--- src/rtl/npm_pkg.sv ---
// Package for the polynomial multiplier core: field constants, Barrett factor,
// and the command/status structs between controller and datapath. No dependencies.
`timescale 1ns / 1ps

package npm_pkg;

	localparam int CoeffW     = 30;
	localparam int DegW       = 6;
	localparam int StoreDepth = 64;
	localparam int AddrW      = $clog2(StoreDepth);
	localparam int CntW       = DegW + 2;
	localparam int SumW       = DegW + 1;
	localparam int DefCapacity = 64;

	localparam logic [CoeffW-1:0] Modulus = CoeffW'(998244353);
	// Barrett factor floor(2^60 / p), fits 31 bits
	localparam logic [63:0] MuWide = (64'd1 << 60) / 64'd998244353;
	localparam logic [30:0] Mu = MuWide[30:0];

	localparam logic [1:0] CfgFirstDeg  = 2'd0;
	localparam logic [1:0] CfgSecondDeg = 2'd1;

	typedef struct packed {
		logic first;   // first term of a coefficient sum
		logic lastterm;// last term of a coefficient sum
		logic final_c; // coefficient is the last of the product
	} tag_t;

	typedef struct packed {
		logic             we;
		logic             wsel;   // 0: first store, 1: second store
		logic [AddrW-1:0] waddr;
		logic             issue;
		logic [AddrW-1:0] ra;
		logic [AddrW-1:0] rb;
		tag_t             tag;
		logic             err;
	} cmd_t;

	typedef struct packed {
		logic idle;
	} status_t;

endpackage

--- src/rtl/npm_ctrl.sv ---
// Controller: degree registers, load counter and the convolution sequencer.
// Depends on npm_pkg.
`timescale 1ns / 1ps

module npm_ctrl #(
	parameter int TRANSFORM_CAPACITY = npm_pkg::DefCapacity
) (
	input  logic                       clk,
	input  logic                       arst_n,
	input  logic                       cfg_valid,
	output logic                       cfg_ready,
	input  logic [1:0]                 cfg_index,
	input  logic [npm_pkg::DegW-1:0]   cfg_data,
	input  logic                       s_tvalid,
	output logic                       s_tready,
	output npm_pkg::cmd_t              cmd,
	input  npm_pkg::status_t           status
);
	import npm_pkg::*;

	typedef enum logic [2:0] {
		S_LOAD, S_CHECK, S_SETUP, S_ISSUE, S_DRAIN, S_ERR
	} state_t;

	state_t            state_q;
	logic [DegW-1:0]   d1_q, d2_q;
	logic [CntW-1:0]   cnt_q;
	logic [SumW-1:0]   sum_q;
	logic [AddrW-1:0]  k_q, i_q, hi_q;
	logic              first_q;
	logic              issue_q, err_q;
	logic [AddrW-1:0]  ra_q, rb_q;
	tag_t              tag_q;
	logic [CntW-1:0]   n1, total, cnt_b;
	logic              load_beat, cfg_hit;
	logic [CntW-1:0]   len;

	// smallest power of two above the summed degree
	function automatic logic [CntW-1:0] next_len(input logic [SumW-1:0] s);
		logic [CntW-1:0] l;
		l = CntW'(1);
		for (int n = 0; n < SumW; n++) begin
			if (l <= CntW'(s)) l = l << 1;
		end
		return l;
	endfunction

	assign cfg_ready = 1'b1;
	assign s_tready  = (state_q == S_LOAD);
	assign load_beat = s_tvalid && s_tready;
	assign cfg_hit   = cfg_valid && (cfg_index inside {CfgFirstDeg, CfgSecondDeg});
	assign n1        = CntW'(d1_q) + CntW'(1);
	assign total     = n1 + CntW'(d2_q) + CntW'(1);
	assign cnt_b     = cnt_q - n1;
	assign len       = next_len(sum_q);

	assign cmd.we    = load_beat;
	assign cmd.wsel  = (cnt_q >= n1);
	assign cmd.waddr = (cnt_q >= n1) ? cnt_b[AddrW-1:0] : cnt_q[AddrW-1:0];
	assign cmd.issue = issue_q;
	assign cmd.ra    = ra_q;
	assign cmd.rb    = rb_q;
	assign cmd.tag   = tag_q;
	assign cmd.err   = err_q;

	always_ff @(posedge clk or negedge arst_n) begin
		if (!arst_n) begin
			state_q <= S_LOAD;
			d1_q    <= '0;
			d2_q    <= '0;
			cnt_q   <= '0;
			sum_q   <= '0;
			k_q     <= '0;
			i_q     <= '0;
			hi_q    <= '0;
			first_q <= 1'b0;
			issue_q <= 1'b0;
			err_q   <= 1'b0;
			ra_q    <= '0;
			rb_q    <= '0;
			tag_q   <= '0;
		end else begin
			issue_q <= 1'b0;
			err_q   <= 1'b0;
			if (cfg_hit) begin
				if (cfg_index == CfgFirstDeg) d1_q <= cfg_data;
				else d2_q <= cfg_data;
				cnt_q   <= '0;
				state_q <= S_LOAD;
			end else begin
				case (state_q)
					S_LOAD: begin
						if (load_beat) begin
							cnt_q <= cnt_q + CntW'(1);
							if (cnt_q + CntW'(1) == total) begin
								sum_q   <= SumW'(d1_q) + SumW'(d2_q);
								state_q <= S_CHECK;
							end
						end
					end
					S_CHECK: begin
						k_q <= '0;
						if (len > CntW'(TRANSFORM_CAPACITY)) begin
							err_q   <= 1'b1;
							state_q <= S_ERR;
						end else begin
							state_q <= S_SETUP;
						end
					end
					S_SETUP: begin
						i_q     <= (k_q > d2_q) ? k_q - d2_q : '0;
						hi_q    <= (k_q < d1_q) ? k_q : d1_q;
						first_q <= 1'b1;
						state_q <= S_ISSUE;
					end
					S_ISSUE: begin
						issue_q       <= 1'b1;
						ra_q          <= i_q;
						rb_q          <= k_q - i_q;
						tag_q.first   <= first_q;
						tag_q.lastterm <= (i_q == hi_q);
						tag_q.final_c <= (SumW'(k_q) == sum_q);
						first_q       <= 1'b0;
						i_q           <= i_q + AddrW'(1);
						if (i_q == hi_q) state_q <= S_DRAIN;
					end
					S_DRAIN: begin
						// wait until the coefficient has left the output register
						if (!issue_q && status.idle) begin
							if (SumW'(k_q) == sum_q) begin
								cnt_q   <= '0;
								state_q <= S_LOAD;
							end else begin
								k_q     <= k_q + AddrW'(1);
								state_q <= S_SETUP;
							end
						end
					end
					S_ERR: begin
						if (!err_q && status.idle) begin
							cnt_q   <= '0;
							state_q <= S_LOAD;
						end
					end
					default: state_q <= S_LOAD;
				endcase
			end
		end
	end

endmodule

--- config.mk ---
export PLATFORM = sky130hd
export DESIGN_NAME = npm_ctrl
export DESIGN_NICKNAME = d
export VERILOG_FILES = /design/src/rtl/npm_pkg.sv /design/src/rtl/npm_ctrl.sv
export SDC_FILE = /design/constraint.sdc
export NUM_CORES = 1
export LEC_CHECK = 0
export BUFFER_PORTS_ARGS = -buffer_cell sky130_fd_sc_hd__buf_4
export CORE_MARGIN = 5
export CORE_UTILIZATION = 56
export DETAILED_ROUTE_END_ITERATION = 7
export GPL_TIMING_DRIVEN = 0
export PLACE_DENSITY = 0.79
export SYNTH_ARGS = -nofsm -noshare
export SYNTH_HDL_FRONTEND = slang
export SYNTH_SLANG_ARGS = --single-unit
--- constraint.sdc ---
create_clock -name clk -period 8.6 [get_ports clk]
set_input_delay 1.72 -clock clk [delete_from_list [all_inputs] [get_ports clk]]
set_output_delay 1.72 -clock clk [all_outputs]
set_load 0.01 [all_outputs]
==> run metrics <==
status finished, violations left; failing checks setup timing; I/O pins 40; DIE WIDTH approximately 110 um; DR vias/cell 6.156; WS Path Type reg -> reg; H-tree depth 3; actual slew at the worst max-slew pin 854.9 ps; endpoints failing setup 4; slowest CP cell or4_4; RSZ-0062 raised after global routing true; max-cap viol count 0; iteration-0 DRC count of the detailed router between 400 and 500; CTS Buffer Depth 2; PnR worst setup slack -494.8 ps; Pleak 3.421 nW; count of yosys warnings during synthesis 0; Netlist Area Pre-Place 0.005694 sq mm; time the worst path needs with I/O delays and setup 9095 ps; initial antenna violation count 0; DR pass1 iterations 5; area growth from synthesis to final layout 26.57%; slowest stage delay, CP 540 ps; Final Hold Vio Count 0; gr usage total 25.82%; clk_skew 11.58 ps; crit path buf inv count 5; Root Driver clkbuf_8; Post-synth EDFFs 0; Die ar. 0.01228 sq mm; flops & latches, synth between 60 and 70; total congestion overflow 0; Pwr per Cell Area 228.8 mW/mm^2; Rows 36; CTS tree built; Tcrit/Tclk final 105.8%; Post-Synthesis Net Count roughly 740; synthesized area per cell 8.747 sq um; CP top delay family compound AO/OA/AOI/OAI gates; clock sink count 66; Most used DFF post-synth dfrtp_1; Fin Setup TNS -1833 ps; Slew HR about 43%; Mapped Cells between 600 and 700; Routed WL 16520 um; first-pass GRT wire length ~26000 um; Via Count 5454; post-synthesis cell type count 71; PortBufs 38; area of the core 0.009864 sq mm; crit path DAT 9360 ps; async set-or-reset flop fraction in the synthesized netlist 100.0%; initial core utilization 57.72%; f_max 110.0 MHz; worst hold path class reg -> reg; die height 110.8 um; final RePlAce weighted congestion 0.8798; layout cells sized above 1 approximately 27%; CP dominant cell by count ha_4; WP data required 8870 ps; Slew Viols, Final 0; vias in the first global route 5401; sequential share of the synthesized area between 20% and 30%; startpoint types flip-flop; CTS clk-pin slew, worst paths 80 ps; cts bufs inserted 9; DP HPWL around 11000 um; latest clock arrival within the worst-skew pair 350 ps; largest net degree at the start of global routing 67; CP endpoint kind flip-flop; Max IR drop VDD ~180 uV; DR DRC count 0; drt wl/cell 18.65 um; ANT cells 0; post-detailed-route count of antenna-violating nets 0; Max Fanout on Critical Path 7; worst slack, placed -940.1 ps; Nets 834
-- metrics by stage --
stage / std cells / power [mW] / hold slack [ps] / utilization (%) / area [sq um]
after global placement: 822 / 1.198 / 459.3 / 64.37 / 6350
final: 886 / 1.649 / 483.6 / 73.06 / 7207
after global routing: 886 / 1.758 / 521.2 / 73.06 / 7207
after CTS: 874 / 1.562 / 480.7 / 70.93 / 6997
after floorplan: 651 / 1.017 / 439.4 / - / 5898
after detailed placement: 822 / 1.238 / 461.7 / 64.37 / 6350
-- cells in the mapped netlist (15+ instances only) --
library cell / count / area share, %
inv_1: 61 / 4.0
xnor2_1: 33 / 5.1
a21oi_1: 39 / 3.4
nor2_1: 35 / 2.3
dfrtp_1: 66 / 29
nand2_1: 64 / 4.2
ha_1: 68 / 15
nand3_1: 21 / 1.8
a21o_1: 15 / 2.0
o21ai_0: 63 / 5.5
xor2_1: 24 / 3.7
-- report_power, final --
part / total, mW / switching [mW] / internal (mW)
registers: 0.445 / 0.0789 / 0.366
clock network: 0.281 / 0.130 / 0.151
logic: 0.923 / 0.514 / 0.409
total: 1.65 / 0.723 / 0.926
-- logic make-up (layout without fill, tap and decap cells) --
family,after synthesis,count (layout),synth area share [%]
adders and majority gates,73,73,16.70
and+or+nand+nor,182,182,15.69
AOI/OAI and AO/OA,172,172,20.43
xor gates and xnor gates,57,57,8.767
muxes,20,20,3.714
buffers and inverters,80,182,5.625
other,1,1,0.06586
DFF,66,66,29.00
-- flip-flops by register name, indices dropped and copies added (netlist names) --
register	count
cmd	3
cnt_q	8
d1_q	6
d2_q	6
err_q	1
first_q	1
hi_q	6
i_q	6
issue_q	1
k_q	6
ra_q	6
rb_q	6
state_q	3
sum_q	7
-- routing by layer --
metal	share of wire (%)	routed length (um)	GRT usage (%)
met2	47	7802	42.72
met4	4.3	712	11.17
met1	41	6804	32.33
met3	7.3	1202	5.895
met5	0	0	0
-- final timing paths --
check                               from         end  slack [ps]  cells after the start
min in group asynchronous         arst_n     rb_q[4]        1460                      1
worst min register to register   first_q      cmd[3]         480                      2
worst max-delay path            sum_q[3]  state_q[1]        -490                     43
worst min-delay path             first_q      cmd[3]         480                      2
max in group asynchronous         arst_n    sum_q[6]        6520                      1
worst max register to register  sum_q[3]  state_q[1]        -490                     43
-- timing repair --
action                                  CTS  global route
buffers inserted                         36            13
endpoints found under the setup margin    4             4
resized for setup                        34            27
cloned                                    1             0
hold buffers                              0             0
pin swaps                                28            15
-- cells in the final DEF (no fill, tap or decap), types with 4 or more instances in the layout --
cell type / netlist / final
clkbuf_1: 11 / 9
nor2_1: 35 / 33
nand2_1: 64 / 58
mux2_2: 9 / 9
o21ai_2: 2 / 5
nand4_1: 8 / 8
nor2b_1: 10 / 9
and3_1: 8 / 7
a21o_1: 15 / 15
fa_1: 5 / 5
a211oi_2: 4 / 4
nor3_1: 8 / 7
inv_2: 1 / 6
nand3_1: 21 / 20
xnor2_1: 33 / 32
mux2i_1: 11 / 10
ha_1: 68 / 53
dfrtp_1: 66 / 65
o21a_1: 6 / 5
a21oi_2: 0 / 7
nand2b_1: 6 / 6
ha_4: 0 / 14
clkbuf_8: 0 / 12
inv_1: 61 / 55
buf_4: 5 / 88
xor2_1: 24 / 24
o21ai_0: 63 / 58
a21oi_1: 39 / 31
nand2_2: 2 / 5
-- worst register-to-register path, delay by kind of cell, from the launching register on --
family          cells  cell delay (ps)
buf+inv             5              590
simple gates       12             2320
flops               1              390
compound gates     19             3780
fa+ha+maj           7             1910
-- final cells by class --
cell class	instances	area, sq um
Clock buffer	11	151.4
Fill cell	671	2658
Timing Repair Buffer	87	666.9
Inverter	62	235.2
Clock inverter	5	60.06
Buffer	17	117.6
Sequential cell	66	1653
Tap cell	133	166.4
Multi-Input combinational cell	505	4156
No activity file was read; power rests on OpenSTA's default activity.
